### src/design/fila_pkg.sv
package fila_pkg;

  localparam int IdW     = 6;
  localparam int StatusW = 2;
  localparam int CountW  = 7;
  localparam int ActW    = 2;

  localparam logic [ActW-1:0] ACT_CLAIM_ANY  = 2'd0;
  localparam logic [ActW-1:0] ACT_CLAIM_ID   = 2'd1;
  localparam logic [ActW-1:0] ACT_RELEASE    = 2'd2;

  localparam logic [StatusW-1:0] ST_OK         = 2'd0;
  localparam logic [StatusW-1:0] ST_NOT_FREE   = 2'd1;
  localparam logic [StatusW-1:0] ST_NOT_CLAIMED = 2'd2;

  typedef struct packed {
    logic [ActW-1:0] action;
    logic [IdW-1:0]  id_value;
  } req_t;

  typedef struct packed {
    logic [IdW-1:0]     granted_id;
    logic [StatusW-1:0] status;
    logic [CountW-1:0]  claimed_count;
  } rsp_t;

endpackage

### src/design/free_id_list_allocator.sv
// Hands out identifiers 0..NUM_IDS-1 from a free list kept as a linked chain in a link
// memory, with a claimed mark per identifier in a second memory. After reset the block
// runs an initialization pass, one link entry per cycle, with busy held high. An item is
// taken when start is high and busy is low. Claim-any, release and the unused action code
// pass from acceptance through the memory reads and the execute state to a registered
// result; so does claim-specific when the named identifier is rejected or sits at the head
// of the list. Otherwise it walks down the list, each hop one read of the link memory. The
// result is shown for exactly one cycle with done_o high and cannot be held off; busy drops
// in that same cycle, so the next item may be started while the result is on the ports.
module free_id_list_allocator import fila_pkg::*; #(
  parameter int NUM_IDS = 64
) (
  input  logic clk_i,
  input  logic rst_ni,
  input  logic start,
  output logic busy,
  input  req_t req_i,
  output logic done_o,
  output rsp_t rsp_o
);

  localparam int IW = (NUM_IDS > 1) ? $clog2(NUM_IDS) : 1;
  localparam int LW = $clog2(NUM_IDS + 1);
  localparam int CW = $clog2(NUM_IDS + 1);
  localparam logic [LW-1:0] EndMark = LW'(NUM_IDS);
  localparam logic [IW-1:0] LastIdx = IW'(NUM_IDS - 1);

  localparam logic [1:0] S_INIT = 2'd0;
  localparam logic [1:0] S_IDLE = 2'd1;
  localparam logic [1:0] S_EXEC = 2'd2;
  localparam logic [1:0] S_WALK = 2'd3;

  logic [1:0]      state_q, state_d;
  logic [LW-1:0]   head_q, head_d;
  logic [CW-1:0]   cnt_q, cnt_d;
  logic [IW-1:0]   init_q, init_d;
  logic [LW-1:0]   cur_q, cur_d, prev_q, prev_d;
  logic [ActW-1:0] act_q;
  logic [IdW-1:0]  id_q;
  logic            done_q, done_d;
  rsp_t            rsp_q, rsp_d;

  logic [LW-1:0] link_mem [NUM_IDS];
  logic          mark_mem [NUM_IDS];

  logic          link_we, mark_we, mark_wdata;
  logic [IW-1:0] link_waddr, link_raddr, mark_waddr, mark_raddr;
  logic [LW-1:0] link_wdata, link_rdata_q;
  logic          mark_rdata_q;

  logic          accept;
  logic [IW-1:0] id_idx;
  logic          id_oor;

  assign accept = start && (state_q == S_IDLE);
  assign busy   = (state_q != S_IDLE);
  assign done_o = done_q;
  assign rsp_o  = rsp_q;
  assign id_idx = IW'(id_q);
  assign id_oor = (32'(id_q) >= 32'(NUM_IDS));

  always_comb begin
    state_d    = state_q;
    head_d     = head_q;
    cnt_d      = cnt_q;
    init_d     = init_q;
    cur_d      = cur_q;
    prev_d     = prev_q;
    done_d     = 1'b0;
    rsp_d      = rsp_q;
    link_we    = 1'b0;
    link_waddr = init_q;
    link_wdata = LW'(init_q) + LW'(1);
    link_raddr = IW'(cur_q);
    mark_we    = 1'b0;
    mark_waddr = init_q;
    mark_wdata = 1'b0;
    mark_raddr = id_idx;
    case (state_q)
      S_INIT: begin
        link_we = 1'b1;
        mark_we = 1'b1;
        init_d  = init_q + IW'(1);
        if (init_q == LastIdx) begin
          state_d = S_IDLE;
        end
      end
      S_IDLE: begin
        link_raddr = IW'(head_q);
        mark_raddr = IW'(req_i.id_value);
        if (start) begin
          state_d = S_EXEC;
        end
      end
      S_EXEC: begin
        state_d             = S_IDLE;
        done_d              = 1'b1;
        rsp_d.granted_id    = id_q;
        rsp_d.status        = ST_OK;
        rsp_d.claimed_count = CountW'(cnt_q);
        case (act_q)
          ACT_CLAIM_ANY: begin
            if (head_q == EndMark) begin
              rsp_d.granted_id = '0;
              rsp_d.status     = ST_NOT_FREE;
            end else begin
              rsp_d.granted_id    = IdW'(head_q);
              head_d              = link_rdata_q;
              mark_we             = 1'b1;
              mark_waddr          = IW'(head_q);
              mark_wdata          = 1'b1;
              cnt_d               = cnt_q + CW'(1);
              rsp_d.claimed_count = CountW'(cnt_d);
            end
          end
          ACT_CLAIM_ID: begin
            if (id_oor || mark_rdata_q || head_q == EndMark) begin
              rsp_d.status = ST_NOT_FREE;
            end else if (head_q == LW'(id_idx)) begin
              head_d              = link_rdata_q;
              mark_we             = 1'b1;
              mark_waddr          = id_idx;
              mark_wdata          = 1'b1;
              cnt_d               = cnt_q + CW'(1);
              rsp_d.claimed_count = CountW'(cnt_d);
            end else begin
              done_d     = 1'b0;
              state_d    = S_WALK;
              prev_d     = head_q;
              cur_d      = link_rdata_q;
              link_raddr = IW'(link_rdata_q);
            end
          end
          ACT_RELEASE: begin
            if (id_oor || !mark_rdata_q) begin
              rsp_d.status = ST_NOT_CLAIMED;
            end else begin
              link_we             = 1'b1;
              link_waddr          = id_idx;
              link_wdata          = head_q;
              head_d              = LW'(id_idx);
              mark_we             = 1'b1;
              mark_waddr          = id_idx;
              mark_wdata          = 1'b0;
              cnt_d               = cnt_q - CW'(1);
              rsp_d.claimed_count = CountW'(cnt_d);
            end
          end
          default: begin
            rsp_d.granted_id = '0;
          end
        endcase
      end
      S_WALK: begin
        rsp_d.granted_id    = id_q;
        rsp_d.claimed_count = CountW'(cnt_q);
        if (cur_q >= EndMark) begin
          state_d      = S_IDLE;
          done_d       = 1'b1;
          rsp_d.status = ST_NOT_FREE;
        end else if (cur_q == LW'(id_idx)) begin
          state_d             = S_IDLE;
          done_d              = 1'b1;
          rsp_d.status        = ST_OK;
          link_we             = 1'b1;
          link_waddr          = IW'(prev_q);
          link_wdata          = link_rdata_q;
          mark_we             = 1'b1;
          mark_waddr          = id_idx;
          mark_wdata          = 1'b1;
          cnt_d               = cnt_q + CW'(1);
          rsp_d.claimed_count = CountW'(cnt_d);
        end else begin
          prev_d     = cur_q;
          cur_d      = link_rdata_q;
          link_raddr = IW'(link_rdata_q);
        end
      end
      default: begin
        state_d = S_IDLE;
      end
    endcase
  end

  always_ff @(posedge clk_i) begin
    if (link_we) begin
      link_mem[link_waddr] <= link_wdata;
    end
    link_rdata_q <= link_mem[link_raddr];
  end

  always_ff @(posedge clk_i) begin
    if (mark_we) begin
      mark_mem[mark_waddr] <= mark_wdata;
    end
    mark_rdata_q <= mark_mem[mark_raddr];
  end

  always_ff @(posedge clk_i or negedge rst_ni) begin
    if (!rst_ni) begin
      state_q <= S_INIT;
      head_q  <= '0;
      cnt_q   <= '0;
      init_q  <= '0;
      done_q  <= 1'b0;
    end else begin
      state_q <= state_d;
      head_q  <= head_d;
      cnt_q   <= cnt_d;
      init_q  <= init_d;
      done_q  <= done_d;
    end
  end

  always_ff @(posedge clk_i) begin
    cur_q  <= cur_d;
    prev_q <= prev_d;
    rsp_q  <= rsp_d;
    if (accept) begin
      act_q <= req_i.action;
      id_q  <= req_i.id_value;
    end
  end

  a_done_frees: assert property (@(posedge clk_i) disable iff (!rst_ni)
    done_o |-> !busy)
    else $error("result shown while busy");

  a_count_bound: assert property (@(posedge clk_i) disable iff (!rst_ni)
    32'(cnt_q) <= 32'(NUM_IDS))
    else $error("claimed count above id count");

  a_head_bound: assert property (@(posedge clk_i) disable iff (!rst_ni)
    head_q <= EndMark)
    else $error("head beyond end mark");

  a_claim_counts: assert property (@(posedge clk_i) disable iff (!rst_ni)
    (done_o && rsp_q.status == ST_OK && act_q == ACT_CLAIM_ANY)
      |-> cnt_q == CW'($past(cnt_q) + CW'(1)))
    else $error("successful claim did not bump count");

  a_init_busy: assert property (@(posedge clk_i) disable iff (!rst_ni)
    (state_q == S_INIT) |-> (busy && !done_o))
    else $error("activity during init pass");

endmodule
### config.mk
export PLATFORM = sky130hd
export DESIGN_NAME = free_id_list_allocator
export DESIGN_NICKNAME = d
export VERILOG_FILES = /design/src/design/fila_pkg.sv /design/src/design/free_id_list_allocator.sv
export SDC_FILE = /design/constraint.sdc
export NUM_CORES = 1
export LEC_CHECK = 0
export BUFFER_PORTS_ARGS = -buffer_cell sky130_fd_sc_hd__buf_2
export CAP_MARGIN = 20
export CORE_MARGIN = 4
export CORE_UTILIZATION = 57
export CTS_BUF_LIST = sky130_fd_sc_hd__clkbuf_16
export CTS_CLUSTER_DIAMETER = 120
export CTS_CLUSTER_SIZE = 25
export DETAILED_ROUTE_END_ITERATION = 10
export PLACE_DENSITY_LB_ADDON = 0.1
export SLEW_MARGIN = 15
export SYNTH_ARGS = -nofsm -noshare
export SYNTH_HDL_FRONTEND = slang
export SYNTH_SLANG_ARGS = --single-unit
export TNS_END_PERCENT = 30
### constraint.sdc
create_clock -name clk_i -period 5.3 [get_ports clk_i]
set_clock_uncertainty 0.15 [all_clocks]
set_input_delay 0.795 -clock clk_i [delete_from_list [all_inputs] [get_ports clk_i]]
set_output_delay 0.795 -clock clk_i [all_outputs]
set_load 0.01 [all_outputs]
==> summary.md, run 1 <==
| Metric | Value |
|---|---|
| Status | completed |
| Ys flop type | edfxtp_1 |
| Critical-path cell list | xor2_1, nor3_1, nand2_1, nor2_1, buf_4, mux2i_1, o221ai_1, a31oi_1, nand2_1, nor2_1 |
| Cells after synthesis | 2093 |
| Register area | 17190 um^2 |
| Hold slack final | 0.02070 ns |
| Measured slew at the worst slew-check pin | 0.9362 ns |
| Setup Viol. Count Final | 0 |
| Number of global-route vias before repair | 16340 |
| Fin crit share | 87.00% |
| CTS tree | built |
| Post-layout minimum cycle time | 4.611 ns |
| Final hold vios | 0 |
| Antenna-violating nets left | 0 |
| Site Rows | 77 |
| TritonCTS buffer count | 27 |
| Syn nets | 2115 |
| Tightest Hold Check Type | input pin to asynchronous set/reset pin |
| Max Slew Vio Count | 0 |
| First-pass GRT wire length | 98.84 mm |
| Reg-to-reg startpoint | id_idx[1]$_DFFE_PP_ |
| Max_cap viols | 0 |
| Initial Utilization | 58.15% |
| Pin count of the biggest net entering global routing | 110 |
| DRC viols | 0 |
| CTS Buffer Depth | 3 |
| Worst VDD drop | 0.0005149 V |
| EDFF count, synth | 548 |
| Setup repair after global routing missed its margin | false |
| Clk root buf | clkbuf_16 |
| Critical Path Sink Type | register |
| Post-cts sizing count | 0 |
| Worst skew pair latency | 0.62 ns |
| Die ar. | 48880 um^2 |
| Hpwl dp | 41.08 mm |
| Slew margin rel. | 35.80% |
| Post-Syn Area | 25880 um^2 |
| Total GRT Usage | 25.68% |
| Ys async rst share | 3.972% |
| Vias per inst | 6.297 |
| H-tree depth reported by CTS | 1 |
| Worst setup startpoint | id_idx[1]$_DFFE_PP_ |
| YS warnings | 0 |
| Slowest stage delay, CP | 0.63 ns |
| Routed len/inst | 23.88 um |
| Die Ht | 221.1 um |
| Leakage power | 9.601 nW |
| Setup Fix Bufs, Post-CTS | 0 |
| Initial DRT Pass Iterations | 6 |
| Area of the multi-input gates | 8093 um^2 |
| CTS Hold Bufs | 0 |
| Share of cells above drive strength 1 | 9.483% |
| CP delay by family, top | simple AND/OR/NAND/NOR gates |
| Num ports | 28 |
| Worst-path clk slew | 0.11 ns |
| Register area share after synthesis | 66.42% |
| Area growth syn-to-layout | 7.242% |
| DRT Wirelength | 64.49 mm |
| Port-buffer cells | 27 |
| Core area | 44510 um^2 |
| Nets@finish | 2110 |
| F_max | 0.2169 GHz |
| Arr. time, crit path | 4.72 ns |
| Final GP Congestion | 0.9849 |
| Critical Path Fanout Max | 8 |
| Die Width | 221.1 um |
| CP Class | register to register |
| Syn Area/Cell | 12.37 um^2 |
| Antenna violations before repair | 0 |
| Vias | 17010 |
| Pwr Density | 664.5 nW/um^2 |
| Crit-path slowest cell | nor2_1 |
| CP startpoint kind | register |
| Antenna cells | 0 |
| Synth cell types | 75 |
| #FFs+latches synth | 579 |
| WP buf/inv | 1 |
| Setup TNS | 0 ns |
| CTS Sinks | 579 |
| GRT overflow | 0 |
| Fillcell total | 3509 |
| Worst path required time | 5.40 ns |
| DRT iter0 DRCs | 2157 |
[final cells by class]
class / instances / share of cell area, %
tap: 592 / 2.669
clock buffer: 27 / 2.434
sequential: 579 / 61.94
inverter: 27 / 0.3651
clock inverter: 23 / 0.5229
timing repair buffer: 105 / 2.912
multi-input combinational: 1348 / 29.16
[layer usage]
layer | wire (um) | track usage (%) | part of all wire [%]
met1 | 26230 | 36.62 | 41
met2 | 30800 | 41.91 | 48
met3 | 5182 | 3.605 | 8.0
met5 | 0 | 0 | 0
met4 | 2275 | 7.489 | 3.5
[registers in the layout, indices dropped and copies added, names as in the netlist, 2 cells and up]
name,flops
cur_q,7
link_rdata_q,7
init_q,6
id_idx,6
cnt_q,7
rsp_o,15
act_q,2
mark_mem,64
prev_q,6
head_q,7
link_mem,448
state_q,2
[logic make-up (layout without fill, tap and decap cells)]
family          Yosys count  after routing  synth area share, %
fa+ha+maj                11             11               0.5318
buf+inv                 166            182                2.823
simple gates            866            866                14.66
mux                     142            142                6.343
flops                   579            579                66.42
compound gates          289            289                7.861
xor+xnor                 40             40                1.354
[cells in the final DEF (no fill, tap or decap), types with 11 or more instances in the layout]
master	count
nand4_1	30
clkbuf_16	27
xnor2_1	21
nor2_1	188
nand3_1	143
a32oi_1	20
mux2i_1	112
edfxtp_1	548
o22ai_1	17
inv_1	47
a21oi_1	85
buf_2	27
ha_1	11
nor2b_1	11
nand2_1	398
buf_4	71
dfrtp_1	23
o21ai_0	32
a31oi_1	13
mux4_2	16
xor2_1	19
nor3_1	30
a22oi_1	21
mux2_2	12
and2_1	14
[where the power goes]
group / leakage [nW] / switching (W) / internal, W
Sequential: 5.24 / 0.000461 / 0.00635
Clock: 0.473 / 0.00140 / 0.00100
Combinational: 3.88 / 0.00642 / 0.00281
Total: 9.60 / 0.00828 / 0.0102
[cells in the mapped netlist (all sizes together), types with 5 or more instances]
cell type / number / area share [%]
nor2b: 11 / 0.27
a22oi: 21 / 0.61
mux2i: 113 / 4.4
o22ai: 17 / 0.41
a211oi: 11 / 0.41
o221ai: 9 / 0.37
edfxtp: 548 / 64
dfrtp: 23 / 2.2
inv: 27 / 0.39
mux2: 13 / 0.58
a31oi: 13 / 0.31
or4: 10 / 0.29
dfxtp: 8 / 0.62
a22o: 8 / 0.27
nor4: 10 / 0.24
clkbuf: 86 / 1.3
nand3: 148 / 3.0
nand4: 30 / 0.73
nand2b: 5 / 0.12
nor3: 31 / 0.62
and2: 14 / 0.34
or3: 7 / 0.17
xnor2: 21 / 0.71
nand2: 399 / 5.8
buf: 53 / 1.2
a21oi: 87 / 1.7
xor2: 19 / 0.64
o2111ai: 7 / 0.24
o211ai: 9 / 0.33
nor2: 188 / 2.7
mux4: 16 / 1.4
ha: 11 / 0.53
and3: 7 / 0.17
a32oi: 20 / 0.68
o21ai: 40 / 0.77
a221oi: 11 / 0.44
[worst paths after layout]
check / end / slack [ns] / cells after the start
min in group clk_i: id_idx[3]$_DFFE_PP_ / 0.22 / 1
setup reg to reg: link_mem[37][6]$_DFFE_PP_ / 0.69 / 10
setup / recovery: link_mem[37][6]$_DFFE_PP_ / 0.69 / 10
hold reg to reg: cur_q[4]$_DFFE_PP_ / 0.43 / 0
max in group asynchronous: init_q[0]$_DFFE_PN0P_ / 4.57 / 1
hold / removal: head_q[3]$_DFFE_PN0P_ / 0.02 / 1
[stage by stage]
| step | instance area (um^2) | utilization (%) | power (W) | setup WS [ns] | instances |
|---|---|---|---|---|---|
| finish | 27760 | 62.36 | 0.01844 | 0.6891 | 2701 |
| global route | 27760 | 62.36 | 0.01945 | 0.4007 | 2701 |
| CTS | 27760 | 62.36 | 0.01842 | 0.8046 | 2701 |
| detailed placement | 26930 | 60.51 | 0.01605 | 0.8251 | 2651 |
| global placement | 26930 | 60.50 | 0.01587 | 0.8613 | 2650 |
| floorplan | 25880 | - | 0.01282 | 0.3764 | 2093 |
(Power assumes the default switching activity.)
==> run 2: changes to the inputs <==
GPL_TIMING_DRIVEN = 0   (was not set)
clock period = 3.75 ns   (was 5.3 ns; I/O delays follow)
==> summary.md, run 2 (synthesis results as in run 1) <==
| Metric | Value |
|---|---|
| Die ar. | 48880 um^2 |
| Core area | 44510 um^2 |
| Worst path required time | 4.18 ns |
| Post-Place Cells | 2728 |
| Status | finished, violations left |
| Commonest non-fill, non-tap cell in the layout | edfxtp_1 |
| DP Area | 27220 um^2 |
| Share of cells above drive strength 1 | 23.50% |
| Initial DRT Pass Iterations | 6 |
| Fin cells | 2826 |
| Largest register FFs | 448 |
| CP delay by family, top | simple AND/OR/NAND/NOR gates |
| Met2 WL post-DR | 35.58 mm |
| Slew margin rel. | 43.07% |
| Final GP Congestion | 0.9707 |
| Port-buffer cells | 27 |
| Flop2flop setup slack | -0.19 ns |
| Met3 WL | 5.961 mm |
| Worst skew pair latency | 0.63 ns |
| Routed len/inst | 26.20 um |
| DRT Wirelength | 74.04 mm |
| F_max | 0.2538 GHz |
| DRT iter0 DRCs | 2334 |
| Antenna violations before repair | 0 |
| CP Class | register to register |
| Worst-path clk slew | 0.11 ns |
| CTS Buffer Depth | 3 |
| Setup repair after global routing missed its margin | true |
| Max Slew Vio Count | 0 |
| Critical Path Fanout Max | 11 |
| Site Rows | 77 |
| Nets@finish | 2247 |
| Area of the multi-input gates | 9759 um^2 |
| Hold EP | id_idx[0]$_DFFE_PP_ |
| Critical Path Sink Type | register |
| Post-layout minimum cycle time | 3.941 ns |
| Die Width | 221.1 um |
| Hold path start | req_i[0] |
| Worst Hold Depth | 1 |
| CP startpoint kind | register |
| Most flops, register | link_mem |
| Clk root buf | clkbuf_16 |
| Hpwl dp | 48.67 mm |
| Number of global-route vias before repair | 17540 |
| WP buf/inv | 5 |
| DRC viols | 0 |
| Die Ht | 221.1 um |
| Critical-path cell list | clkbuf_4, or3_4, o211ai_4, buf_6, a21oi_4, o32ai_2, a21o_4, buf_12, buf_12, buf_2, nand2_1, nand4_1, nand3_1, nor4_1, or4_4 |
| CTS tree | built |
| H-tree depth reported by CTS | 1 |
| Num ports | 28 |
| Area growth syn-to-layout | 18.78% |
| Max layer used | met4 |
| Vias | 18120 |
| Pin count of the biggest net entering global routing | 43 |
| CTS Sinks | 579 |
| Fillcell total | 3139 |
| Total GRT Usage | 28.90% |
| Crit-path slowest cell | nor4_1 |
| Setup Viol. Count Final | 77 |
| Tightest Hold Check Type | input pin to register |
| Register area | 17200 um^2 |
| Final Worst Setup Slack | -0.1906 ns |
| Arr. time, crit path | 4.37 ns |
| Measured slew at the worst slew-check pin | 0.8539 ns |
| Hold slack final | 0.04674 ns |
| GRT overflow | 0 |
| Worst R2R End | link_rdata_q[2]$_DFF_P_ |
| R2R cell count | 15 |
| Most frequent cells in the layout | edfxtp_1, nand2_1, nand3_1 |
| Vias per inst | 6.411 |
| Antenna-violating nets left | 0 |
| Reg-to-reg startpoint | head_q[4]$_DFFE_PN0P_ |
| Fin crit share | 105.1% |
| Failing checks | negative setup slack |
| Max_cap viols | 0 |
| Crit path top cell by count | buf_12 |
| WL met1 | 28.18 mm |
| Initial Utilization | 58.15% |
| Slowest stage delay, CP | 0.51 ns |
| Final hold vios | 0 |
| First-pass GRT wire length | 108.8 mm |
| Antenna cells | 0 |
| Final Instance Area | 30740 um^2 |
| TritonCTS buffer count | 27 |
run 2: cell count changes in the layout (fill, tap and decap cells not counted), sizes merged:
cell / previous run / this run
inv: 49 / 36
clkbuf: 27 / 92
clkinvlp: 0 / 2
o21ai: 40 / 42
dlygate4sd3: 0 / 8
bufinv: 1 / 0
buf: 105 / 167
run 2: worst max-delay path by stage:
stage	cells past startpoint	from	endpoint	slack [ns]
after CTS	14	head_q[3]$_DFFE_PN0P_	link_rdata_q[0]$_DFF_P_	-0.11
after global placement	6	state_q[0]$_DFFE_PN0P_	link_mem[27][0]$_DFFE_PP_	-3.51
after detailed placement	11	id_idx[2]$_DFFE_PP_	link_mem[17][1]$_DFFE_PP_	-1.47
final	15	head_q[4]$_DFFE_PN0P_	link_rdata_q[2]$_DFF_P_	-0.19
after floorplan	12	id_idx[2]$_DFFE_PP_	link_mem[56][0]$_DFFE_PP_	-0.26
after global routing	15	head_q[4]$_DFFE_PN0P_	link_rdata_q[2]$_DFF_P_	-0.23
run 2: routing by layer:
metal / track usage (%) / up-vias
li1: - / 8013
met1: 39.01 / 8878
met2: 47.59 / 998
met3: 3.446 / 229
met4: 13.39 / 0
met5: 0 / -
run 2: cell type report:
| cell class | instances | area share [%] |
|---|---|---|
| Tap cell | 592 | 2.409 |
| Sequential cell | 579 | 55.94 |
| Multi-Input combinational cell | 1350 | 31.75 |
| Clock buffer | 27 | 2.198 |
| Timing Repair Buffer | 118 | 4.147 |
| Clock inverter | 11 | 0.2442 |
| Buffer | 122 | 2.963 |
| Inverter | 27 | 0.3541 |
run 2: worst reg2reg max path: cells and delay by family (launching register included):
kind | cells | cell delay, ns
AND/OR/NAND/NOR | 6 | 1.49
flip-flops | 1 | 0.37
AO/OA/AOI/OAI | 4 | 0.83
buffers and inverters | 5 | 1.05
run 2: per-stage QoR:
| stage | setup WS, ns | utilization, % | TNS, ns |
|---|---|---|---|
| floorplan | -0.2563 | - | -27.13 |
| global placement | -3.515 | 60.15 | -1606.18 |
| detailed placement | -1.472 | 61.16 | -777.86 |
| global route | -0.2332 | 69.07 | -30.19 |
| CTS | -0.1073 | 67.33 | -2.579 |
| finish | -0.1906 | 69.07 | -4.365 |
run 2: what timing repair did:
item	CTS	global route
hold buffers	8	0
buffers inserted	39	23
setup endpoints to repair	920	674
hold endpoints to repair	30	0
gates resized for setup	402	127
pin swaps	46	52
gates cloned	3	4
Power of run 2 is left out: the tool's default activity adds up to more than one toggle a clock period on the data nets, which glitch-free logic cannot reach.
